==> src/b64e_pkg.sv <==
// Shared types, constants and the alphabet function of the base64 stream encoder.
// No dependencies; every module of the block imports this package.
package b64e_pkg;

  localparam int unsigned SymW  = 6;
  localparam int unsigned CharW = 8;
  localparam int unsigned MaxChars = 4;

  // Register indexes on the configuration port.
  localparam logic [1:0] CfgSym62 = 2'd0;
  localparam logic [1:0] CfgSym63 = 2'd1;
  localparam logic [1:0] CfgPad   = 2'd2;

  localparam logic [CharW-1:0] Sym62Reset = 8'd43;  // '+'
  localparam logic [CharW-1:0] Sym63Reset = 8'd47;  // '/'
  localparam logic [CharW-1:0] PadReset   = 8'd61;  // '='

  // One request's worth of output characters, built by the front end.
  typedef struct packed {
    logic [MaxChars-1:0][SymW-1:0] sym;
    logic [MaxChars-1:0]           pad;
    logic [1:0]                    last;  // index of the final character
  } job_t;

  typedef struct packed {
    logic [CharW-1:0] sym62;
    logic [CharW-1:0] sym63;
    logic [CharW-1:0] pad;
  } cfg_t;

  function automatic logic [CharW-1:0] map_symbol(logic [SymW-1:0] s, cfg_t cfg);
    logic [CharW-1:0] ch;
    if (s < 6'd26)       ch = 8'd65 + {2'b00, s};
    else if (s < 6'd52)  ch = 8'd71 + {2'b00, s};   // 'a' - 26
    else if (s < 6'd62)  ch = {2'b00, s} - 8'd4;    // '0' - 52
    else if (s == 6'd62) ch = cfg.sym62;
    else                 ch = cfg.sym63;
    return ch;
  endfunction

endpackage

==> src/b64e_front.sv <==
// Front end: takes bytes, tracks the position in the 3-byte group and the
// leftover bits, and builds a character job for the queue. Uses b64e_pkg.
module b64e_front (
  input  logic                clk_i,
  input  logic                rst_ni,
  input  logic                in_valid_i,
  input  logic [7:0]          in_byte_i,
  input  logic                in_eom_i,
  input  logic                q_full_i,
  output logic                in_ready_o,
  output logic                push_o,
  output b64e_pkg::job_t      job_o
);
  import b64e_pkg::*;

  logic [1:0] phase_q, phase_d;
  logic [3:0] carry_q, carry_d;
  logic       take;

  assign in_ready_o = !q_full_i;
  assign take       = in_valid_i && !q_full_i;
  assign push_o     = take;

  always_comb begin
    job_o   = '0;
    phase_d = phase_q;
    carry_d = carry_q;
    case (phase_q)
      2'd1: begin
        job_o.sym[0] = {carry_q[1:0], in_byte_i[7:4]};
        job_o.sym[1] = {in_byte_i[3:0], 2'b00};
        job_o.pad[2] = 1'b1;
        job_o.last   = in_eom_i ? 2'd2 : 2'd0;
        phase_d      = 2'd2;
        carry_d      = in_byte_i[3:0];
      end
      2'd2: begin
        job_o.sym[0] = {carry_q, in_byte_i[7:6]};
        job_o.sym[1] = in_byte_i[5:0];
        job_o.last   = 2'd1;
        phase_d      = 2'd0;
        carry_d      = 4'd0;
      end
      default: begin
        // phase 0, and the unused code treated alike
        job_o.sym[0] = in_byte_i[7:2];
        job_o.sym[1] = {in_byte_i[1:0], 4'b0000};
        job_o.pad[2] = 1'b1;
        job_o.pad[3] = 1'b1;
        job_o.last   = in_eom_i ? 2'd3 : 2'd0;
        phase_d      = 2'd1;
        carry_d      = {2'b00, in_byte_i[1:0]};
      end
    endcase
    if (in_eom_i) begin
      phase_d = 2'd0;
      carry_d = 4'd0;
    end
  end

  always_ff @(posedge clk_i or negedge rst_ni) begin
    if (!rst_ni) begin
      phase_q <= 2'd0;
      carry_q <= 4'd0;
    end else if (take) begin
      phase_q <= phase_d;
      carry_q <= carry_d;
    end
  end

endmodule

==> src/b64e_queue.sv <==
// Two-entry job queue between front end and back end.
// Uses b64e_pkg for the job type.
module b64e_queue (
  input  logic           clk_i,
  input  logic           rst_ni,
  input  logic           push_i,
  input  b64e_pkg::job_t push_data_i,
  input  logic           pop_i,
  output logic           full_o,
  output logic           valid_o,
  output b64e_pkg::job_t head_o
);
  import b64e_pkg::*;

  job_t       mem_q [2];
  logic       wr_ptr_q, rd_ptr_q;
  logic [1:0] count_q;

  assign full_o  = (count_q == 2'd2);
  assign valid_o = (count_q != 2'd0);
  assign head_o  = mem_q[rd_ptr_q];

  always_ff @(posedge clk_i) begin
    if (push_i) mem_q[wr_ptr_q] <= push_data_i;
  end

  always_ff @(posedge clk_i or negedge rst_ni) begin
    if (!rst_ni) begin
      wr_ptr_q <= 1'b0;
      rd_ptr_q <= 1'b0;
      count_q  <= 2'd0;
    end else begin
      if (push_i) wr_ptr_q <= !wr_ptr_q;
      if (pop_i)  rd_ptr_q <= !rd_ptr_q;
      case ({push_i, pop_i})
        2'b10:   count_q <= count_q + 2'd1;
        2'b01:   count_q <= count_q - 2'd1;
        default: count_q <= count_q;
      endcase
    end
  end

endmodule

==> src/b64e_back.sv <==
// Back end: walks the head job one character a cycle unless the output stalls,
// maps symbols through the alphabet and drives the output register. Uses b64e_pkg.
module b64e_back (
  input  logic              clk_i,
  input  logic              rst_ni,
  input  b64e_pkg::cfg_t    cfg_i,
  input  logic              head_valid_i,
  input  b64e_pkg::job_t    head_i,
  output logic              pop_o,
  output logic              out_valid_o,
  input  logic              out_ready_i,
  output logic [7:0]        out_char_o,
  output logic              out_last_o
);
  import b64e_pkg::*;

  logic [1:0]       pos_q, pos_d;
  logic             out_valid_q, out_valid_d;
  logic [CharW-1:0] out_char_q, out_char_d;
  logic             out_last_q, out_last_d;
  logic             load;

  assign load  = head_valid_i && (!out_valid_q || out_ready_i);
  assign pop_o = load && (pos_q == head_i.last);

  always_comb begin
    pos_d       = pos_q;
    out_valid_d = out_valid_q && !out_ready_i;
    out_char_d  = head_i.pad[pos_q] ? cfg_i.pad : map_symbol(head_i.sym[pos_q], cfg_i);
    out_last_d  = (pos_q == head_i.last);
    if (load) begin
      out_valid_d = 1'b1;
      pos_d       = pop_o ? 2'd0 : pos_q + 2'd1;
    end
  end

  always_ff @(posedge clk_i or negedge rst_ni) begin
    if (!rst_ni) begin
      pos_q       <= 2'd0;
      out_valid_q <= 1'b0;
    end else begin
      pos_q       <= pos_d;
      out_valid_q <= out_valid_d;
    end
  end

  always_ff @(posedge clk_i) begin
    if (load) begin
      out_char_q <= out_char_d;
      out_last_q <= out_last_d;
    end
  end

  assign out_valid_o = out_valid_q;
  assign out_char_o  = out_char_q;
  assign out_last_o  = out_last_q;

  a_mid_job_has_head: assert property (@(posedge clk_i) disable iff (!rst_ni)
    (pos_q != 2'd0) |-> head_valid_i)
    else $error("character position advanced without a job at the queue head");

  a_pos_in_job: assert property (@(posedge clk_i) disable iff (!rst_ni)
    head_valid_i |-> (pos_q <= head_i.last))
    else $error("character position beyond the job's final character");

  a_last_marks_pop: assert property (@(posedge clk_i) disable iff (!rst_ni)
    pop_o |=> (out_valid_q && out_last_q))
    else $error("final character of a job not flagged as last");

  a_pad_char: assert property (@(posedge clk_i) disable iff (!rst_ni)
    (load && head_i.pad[pos_q]) |=> (out_char_q == $past(cfg_i.pad)))
    else $error("pad slot did not emit the pad character");

endmodule

==> src/base64_stream_encoder.sv <==
// Base64 (RFC 4648) stream encoder, top level: config registers, front end,
// job queue and back end. Depends on b64e_pkg, b64e_front, b64e_queue, b64e_back.
//
// Bytes enter on the s_axis side, one per cycle while the two-entry job queue
// has room; each byte becomes one to four characters on the m_axis side, and
// the back end sends one character per cycle while the output side takes it.
// A byte carrying tlast also flushes the leftover bits and adds up to two
// pads. The single output character register sets the rate. tlast on the
// output marks the last character caused by each input byte. Symbol 62,
// symbol 63 and the pad character come from configuration registers 0, 1
// and 2 (reset '+', '/', '='); write them only while the block is idle.
// Index 3 is ignored.
module base64_stream_encoder (
  input  logic       clk_i,
  input  logic       rst_ni,
  input  logic       s_axis_tvalid,
  output logic       s_axis_tready,
  input  logic [7:0] s_axis_tdata,   // [7:0] data_byte
  input  logic       s_axis_tlast,   // end_of_message
  output logic       m_axis_tvalid,
  input  logic       m_axis_tready,
  output logic [7:0] m_axis_tdata,   // [7:0] encoded_char
  output logic       m_axis_tlast,   // final_char
  input  logic       cfg_valid_i,
  output logic       cfg_ready_o,
  input  logic [1:0] cfg_index_i,
  input  logic [7:0] cfg_data_i
);
  import b64e_pkg::*;

  cfg_t cfg_q;
  job_t push_job, head_job;
  logic push, pop, q_full, q_valid;

  assign cfg_ready_o = 1'b1;

  always_ff @(posedge clk_i or negedge rst_ni) begin
    if (!rst_ni) begin
      cfg_q.sym62 <= Sym62Reset;
      cfg_q.sym63 <= Sym63Reset;
      cfg_q.pad   <= PadReset;
    end else if (cfg_valid_i) begin
      case (cfg_index_i)
        CfgSym62: cfg_q.sym62 <= cfg_data_i;
        CfgSym63: cfg_q.sym63 <= cfg_data_i;
        CfgPad:   cfg_q.pad   <= cfg_data_i;
        default:  ;  // drop writes to unused index
      endcase
    end
  end

  b64e_front u_front (
    .clk_i      (clk_i),
    .rst_ni     (rst_ni),
    .in_valid_i (s_axis_tvalid),
    .in_byte_i  (s_axis_tdata),
    .in_eom_i   (s_axis_tlast),
    .q_full_i   (q_full),
    .in_ready_o (s_axis_tready),
    .push_o     (push),
    .job_o      (push_job)
  );

  b64e_queue u_queue (
    .clk_i       (clk_i),
    .rst_ni      (rst_ni),
    .push_i      (push),
    .push_data_i (push_job),
    .pop_i       (pop),
    .full_o      (q_full),
    .valid_o     (q_valid),
    .head_o      (head_job)
  );

  b64e_back u_back (
    .clk_i        (clk_i),
    .rst_ni       (rst_ni),
    .cfg_i        (cfg_q),
    .head_valid_i (q_valid),
    .head_i       (head_job),
    .pop_o        (pop),
    .out_valid_o  (m_axis_tvalid),
    .out_ready_i  (m_axis_tready),
    .out_char_o   (m_axis_tdata),
    .out_last_o   (m_axis_tlast)
  );

endmodule
==> config.mk <==
export PLATFORM = sky130hd
export DESIGN_NAME = base64_stream_encoder
export DESIGN_NICKNAME = d
export VERILOG_FILES = /design/src/b64e_pkg.sv /design/src/b64e_front.sv /design/src/b64e_queue.sv /design/src/b64e_back.sv /design/src/base64_stream_encoder.sv
export SDC_FILE = /design/constraint.sdc
export NUM_CORES = 1
export LEC_CHECK = 0
export ABC_AREA = 1
export BUFFER_PORTS_ARGS = -buffer_cell sky130_fd_sc_hd__buf_2
export CAP_MARGIN = 40
export CORE_ASPECT_RATIO = 0.5
export CORE_MARGIN = 5
export CORE_UTILIZATION = 60
export DETAILED_ROUTE_END_ITERATION = 16
export PLACE_DENSITY = 0.8
export SYNTH_ARGS = -nofsm -noshare
export SYNTH_HDL_FRONTEND = slang
export SYNTH_SLANG_ARGS = --single-unit
==> constraint.sdc <==
create_clock -name clk_i -period 7.2 [get_ports clk_i]
set_clock_uncertainty 0.1 [all_clocks]
set_input_delay 0.36 -clock clk_i [delete_from_list [all_inputs] [get_ports clk_i]]
set_output_delay 0.36 -clock clk_i [all_outputs]
set_load 0.03 [all_outputs]
==> results of run 1 <==
[metrics by stage]
step           area [sq um]  cells  worst slack, ns
4_1_cts                4476    571            4.424
2_1_floorplan          3985    437            4.889
5_1_grt                4476    571            4.133
3_5_place_dp           4210    555            4.433
6_report               4476    571            4.409
3_3_place_gp           4210    555            4.559
[final cells by class]
type	count	area [sq um]	share of cell area (%)
clock inverter	2	11.26	0.2516
tap	92	115.1	2.572
multi-input combinational	286	1491	33.32
clock buffer	14	254.0	5.675
timing repair buffer	36	185.2	4.138
inverter	63	244.0	5.451
sequential	78	2175	48.59
[cells by family after synthesis]
family                     share of synthesized area [%]
adders and majority gates                          2.512
AOI/OAI and AO/OA                                  9.576
and+or+nand+nor                                    23.27
other                                            0.09410
DFF                                                54.57
buffers and inverters                              8.006
xor gates and xnor gates                           1.978
[sequential cells by signal, indices dropped and copies added, names as in the netlist]
| name | cells |
|---|---|
| cfg_q | 24 |
| u_back.out_char_o | 8 |
| u_back.out_last_o | 1 |
| u_back.out_valid_o | 1 |
| u_back.pos_q | 2 |
| u_front.carry_q | 4 |
| u_front.phase_q | 2 |
| u_queue.count_q | 2 |
| u_queue.mem_q | 32 |
| u_queue.rd_ptr_q | 1 |
| u_queue.wr_ptr_q | 1 |
[power by group]
group	leakage, uW	internal (uW)	switching, uW
sequential	0.000818	675	80.4
combinational	0.00115	310	667
clock	0.000131	243	161
[cells in the final DEF (no fill, tap or decap), types with 2 or more instances in the layout]
cell / n
dfstp_2: 14
nand2_2: 4
inv_4: 2
buf_4: 2
inv_2: 3
buf_2: 34
nand2_4: 2
edfxtp_1: 41
nor2_1: 35
o21ai_0: 38
xnor2_1: 2
o21ai_1: 3
nand3_1: 25
o211ai_1: 4
nand3_2: 6
clkbuf_16: 9
inv_1: 57
nand4_1: 4
clkbuf_1: 4
a21oi_1: 4
o32ai_1: 2
o22ai_1: 5
nand2_1: 120
o221ai_1: 7
xor2_1: 7
ha_1: 8
nor2_4: 3
dfrtp_1: 23
[metal layers]
metal	global-route usage [%]	vias to the layer above	share of wire [%]	wire, um
met3	5.055	5	5.6	443
met2	32.95	88	46	3638
met1	27.38	1372	48	3791
met4	6.486	0	0.68	54
met5	0	-	0	0
li1	-	1505	-	-
[critical path: cells and delay by family, from the launching register on]
family	cells	cell delay, ns
adder cells (fa/ha/maj)	1	0.26
AO/OA/AOI/OAI	2	0.43
buffers and inverters	2	0.26
flip-flops	1	0.74
AND/OR/NAND/NOR	9	0.74
[worst paths after layout]
check / startpoint / end / slack, ns / cells past startpoint
setup / recovery: u_queue.rd_ptr_q$_DFFE_PN0P_ / u_back.out_char_o[5]$_DFFE_PP_ / 4.41 / 14
hold / removal: rst_ni / cfg_q[12]$_DFFE_PN0P_ / 0.02 / 1
setup reg to reg: u_queue.rd_ptr_q$_DFFE_PN0P_ / u_back.out_char_o[5]$_DFFE_PP_ / 4.41 / 14
hold reg to reg: cfg_q[19]$_DFFE_PN1P_ / cfg_q[19]$_DFFE_PN1P_ / 0.39 / 2
max in group asynchronous: rst_ni / u_front.carry_q[1]$_DFFE_PN0P_ / 6.48 / 1
min in group clk_i: cfg_data_i[2] / cfg_q[10]$_DFFE_PN1P_ / 0.19 / 3
==> flow_metrics.py, run 1 <==
metrics = {
    "status": {
        "status": "completed",
    },
    "synth": {
        "yosysTopAreaCell": "edfxtp_1",
        "ys_types": 36,
        "synth_area_leaders": "edfxtp_1, dfrtp_1, nand2_1, dfstp_2, inv_1",
        "ys_async_sr_fraction_pct": 47.44,
        "seq_area_frac_synth_pct": 54.57,
        "synth_most_common_cell": "nand2_1",
        "synth_area_sq_um": 3985,
        "synth-seq-cells": 78,
        "syn_nets": 469,
        "synth-main-ff-cell": "edfxtp_1",
        "yosysWarningCount": 0,
        "synthCells": 437,
        "syn_area_per_cell_sq_um": 9.119,
        "synthTopCellsByCount": "nand2_1, inv_1, edfxtp_1",
        "yosysTopAreaCellShare_pct": 30.89,
        "synth_edf_count": 41,
    },
    "drt": {
        "vias": 2970,
        "drc": 0,
        "routed_wl_mm": 7.927,
        "drt-wirelength-per-cell_um": 13.88,
        "vias_per_cell": 5.201,
        "dr.first_iter.drc_count": 218,
        "dr.pass1.iters": 4,
        "ant_nets": 0,
    },
    "setup_path": {
        "worstSetupEndpointType": "register",
        "critPathKind": "register to register",
        "crit_top_cell": "nand2_1",
        "critPathArrivalTime_ns": 2.78,
        "worst_setup_path_start_kind": "register",
        "cpMaxStageDelayCell": "dfrtp_1",
        "crit_chain": "o21ai_0 > o21ai_2 > nand2_4 > inv_1 > ha_1 > inv_1 > nor3_2 > nand3_1 > nand3_1 > nand2_1 > nand2_1 > nand2_1 > nand2_1 > nand2_1",
        "cp.required_ns": 7.19,
        "crit_fanout": 18,
        "cp_slowest_stage_delay_ns": 0.74,
    },
    "grt": {
        "grt_max_degree": 38,
        "gr-usage-all-layers_pct": 20.29,
        "overflow": 0,
        "grt_pass1_wl_mm": 13.40,
        "antenna_found_initial": 0,
        "first_global_vias": 2784,
    },
    "timing": {
        "maxSlewViolCount": 0,
        "tns_ns": 0,
        "fin_hold_ws_ns": 0.01961,
        "fin_crit_sh_pct": 38.76,
        "fin_crit_ns": 2.791,
        "rsz0062_at_grt": "false",
        "max_slew_margin_pct": 46.51,
        "max_freq_mhz": 358.3,
        "finalSetupViolations": 0,
        "worst_slew_pin_slew_ns": 0.8023,
        "finalHoldViolCount": 0,
    },
    "clocking": {
        "clkSlewWorstSetupHoldPaths_ns": 0.05,
        "cts_tree": "yes",
        "h-tree-depth": 3,
        "clock_path_buffers": 2,
        "cts_root_buf": "clkbuf_16",
        "post_cts_buffers": 0,
        "hold_buffers": 0,
        "cts_num_sinks": 78,
        "clkLatencyLatePin_ns": 0.33,
        "cts_resized": 0,
        "cts_inserted_buffers": 9,
    },
    "power_and_ir_drop": {
        "vdd_drop_max_mv": 0.2723,
        "cellPowerDensity_nw_per_um2": 477.1,
        "power_uw": 2136,
        "power.leakage_uw": 0.002097,
    },
    "final_layout": {
        "diodes": 0,
        "area_growth_pct": 12.31,
        "final_layout_size_suffix_gt1_share_pct": 18.16,
        "layout.nets": 506,
        "fill_cells": 551,
        "final_util_pct": 68.13,
    },
    "floorplan": {
        "rows": 21,
        "fp.dieW_um": 125.3,
        "io_pins": 36,
        "die_y_um": 67.63,
        "core_area_sq_um": 6569,
        "initial_core_util_pct": 60.67,
        "die-area_sq_um": 8470,
    },
    "place": {
        "routabilityCongestion": 0.9486,
        "dp_hpwl_mm": 5.864,
        "portBuffers": 34,
    },
    "flow_run": {
        "cap_violations": 0,
    },
    "hold_path": {
        "hp-class": "input port to async pin",
    },
}
No activity file was read; power rests on OpenSTA's default activity.
==> run 2, diff against run 1 <==
--- a/config.mk
+++ b/config.mk
@@ -10,9 +10,9 @@
 export CAP_MARGIN = 40
 export CORE_ASPECT_RATIO = 0.5
 export CORE_MARGIN = 5
-export CORE_UTILIZATION = 60
+export CORE_UTILIZATION = 54
 export DETAILED_ROUTE_END_ITERATION = 16
-export PLACE_DENSITY = 0.8
+export PLACE_DENSITY = 0.76
 export SYNTH_ARGS = -nofsm -noshare
 export SYNTH_HDL_FRONTEND = slang
 export SYNTH_SLANG_ARGS = --single-unit
==> constraint.sdc (replaced) <==
create_clock -name clk_i -period 2.3 [get_ports clk_i]
set_clock_uncertainty 0.1 [all_clocks]
set_input_delay 0.115 -clock clk_i [delete_from_list [all_inputs] [get_ports clk_i]]
set_output_delay 0.115 -clock clk_i [all_outputs]
set_load 0.03 [all_outputs]
==> run 2 against run 1 <==
  * Sequential cell count unchanged
  * Total power rose to 3.5 times the previous value
  * Largest power group unchanged
  * Highest routed layer unchanged
  * Critical endpoint is now u_back.out_char_o[7]$_DFFE_PP_
  * Worst hold slack got worse by 0.010 ns
  * Utilization about the same
  * Wire length up 10%
==> flow_metrics.py, run 2 (same netlist as run 1, synthesis figures left out) <==
metrics = {
    "setup_path": {
        "cp.required_ns": 2.28,
        "critPathArrivalTime_ns": 2.17,
        "worstSetupEndpointType": "register",
        "reg2reg_slack_ns": 0.11,
        "critPathKind": "register to register",
        "worst_setup_path_start_kind": "register",
        "crit_fanout": 6,
    },
    "floorplan": {
        "fp.dieW_um": 131.5,
        "core_area_sq_um": 7239,
        "initial_core_util_pct": 55.05,
        "die-area_sq_um": 9302,
        "io_pins": 36,
        "die_y_um": 70.75,
        "rows": 22,
    },
    "timing": {
        "maxSlewViolCount": 0,
        "finalSetupViolations": 0,
        "worst_slew_pin_slew_ns": 0.5112,
        "rsz0062_at_grt": "true",
        "fin_crit_sh_pct": 95.15,
        "fin_ws_ns": 0.1115,
        "finalHoldViolCount": 0,
        "fin_hold_ws_ns": 0.009569,
        "fin_crit_ns": 2.189,
        "max_freq_mhz": 456.9,
        "max_slew_margin_pct": 65.82,
    },
    "grt": {
        "first_global_vias": 3020,
        "gr-usage-all-layers_pct": 20.00,
        "grt_pass1_wl_mm": 14.68,
        "grt_max_degree": 38,
        "antenna_found_initial": 0,
        "overflow": 0,
    },
    "place": {
        "dp_hpwl_mm": 6.361,
        "dpl_cell_area_sq_um": 4425,
        "dp.cells": 585,
        "portBuffers": 34,
        "preCtsSetupSlack_ns": 0.05592,
        "routabilityCongestion": 0.8942,
    },
    "final_layout": {
        "final_area_sq_um": 4936,
        "final_layout_size_suffix_gt1_share_pct": 26.34,
        "final_cells": 620,
        "diodes": 0,
        "mostFrequentLayoutCells": "nand2_1, inv_1, edfxtp_1",
        "regMostFlops": "u_queue.mem_q",
        "final_common_cell": "nand2_1",
        "layout.nets": 551,
        "largest_register_ffs": 32,
        "area_growth_pct": 23.86,
    },
    "clocking": {
        "clock_path_buffers": 2,
        "cts_inserted_buffers": 9,
        "cts_root_buf": "clkbuf_16",
        "clkSlewWorstSetupHoldPaths_ns": 0.06,
        "h-tree-depth": 3,
        "cts_num_sinks": 78,
        "clkLatencyLatePin_ns": 0.34,
        "cts_tree": "yes",
    },
    "drt": {
        "drc": 0,
        "drt-wirelength-per-cell_um": 14.09,
        "wl_met1_mm": 4.139,
        "dr_wl_met2_mm": 4.018,
        "routed_wl_mm": 8.737,
        "top_layer_used": "met4",
        "wl_met3_um": 374,
        "dr.pass1.iters": 7,
        "vias": 3132,
        "ant_nets": 0,
        "vias_per_cell": 5.052,
        "dr.first_iter.drc_count": 219,
    },
    "power_and_ir_drop": {
        "power.leakage_uw": 0.002318,
        "power_uw": 7468,
        "vdd_drop_max_mv": 0.7026,
        "cellPowerDensity_nw_per_um2": 1513,
    },
    "hold_path": {
        "hp-class": "input port to register",
    },
    "status": {
        "status": "completed",
    },
    "flow_run": {
        "cap_violations": 0,
    },
}
[run 2: cell types whose count changed in the layout (fill, tap and decap cells not counted), sizes merged]
cell	change
clkinv	+5
inv	-3
bufinv	+1
buf	+33
clkinvlp	+2
dlygate4sd3	+12
clkbuf	-5
[run 2: stage by stage]
stage	util, %	setup TNS [ns]
after global placement	60.85	0
final	68.18	0
after floorplan	-	0
after CTS	66.80	0
after detailed placement	61.13	0
after global routing	68.18	-0.07740
[run 2: where the power goes]
group	switching, uW	leakage (uW)	internal (uW)
sequential	213	0.000816	2120
combinational	2350	0.00136	1420
clock	535	0.000143	831
[run 2: metal layers]
metal  up-vias  global-route usage, %
li1       1597                      -
met1      1444                  27.34
met2        72                  30.79
met3        19                  5.469
met4         0                  7.754
met5         -                      0
[run 2: area by class of cell]
type                    instances  area, sq um
well taps                      96        120.1
clock buffers                   9        225.2
clock inverters                 7        65.06
flip-flops and latches         78         2177
multi-input cells             286         1531
repair buffers                 81        569.3
inverters                      63        247.7
fillers                       600         2303
[run 2: critical path: stages, from the launching register on]
cell      delay [ns]
dfrtp_2         0.43
inv_4           0.07
nor2_1          0.12
o21ai_1         0.08
nand2_1         0.11
nand2_2         0.09
ha_4            0.18
buf_4           0.14
or2_2           0.28
o211ai_1        0.10
nand2_1         0.07
nand2_1         0.06
o211ai_1        0.09
[run 2: final timing paths]
| path | cells after the start | from | to |
|---|---|---|---|
| worst max-delay path | 12 | u_back.pos_q[0]$_DFFE_PN0P_ | u_back.out_char_o[7]$_DFFE_PP_ |
| min in group asynchronous | 3 | rst_ni | cfg_q[1]$_DFFE_PN0P_ |
| worst min register to register | 2 | cfg_q[15]$_DFFE_PN0P_ | cfg_q[15]$_DFFE_PN0P_ |
| worst max register to register | 12 | u_back.pos_q[0]$_DFFE_PN0P_ | u_back.out_char_o[7]$_DFFE_PP_ |
| max in group asynchronous | 3 | rst_ni | cfg_q[2]$_DFFE_PN1P_ |
| worst min-delay path | 3 | s_axis_tdata[2] | u_front.carry_q[2]$_DFFE_PN0P_ |
[run 2: repair_timing]
| item | 4_1_cts | 5_1_grt |
|---|---|---|
| gates resized for setup | 0 | 20 |
| buffers inserted | 0 | 7 |
| hold buffers | 12 | 0 |
| endpoints found under the setup margin | 0 | 9 |
| hold endpoints to repair | 65 | 0 |
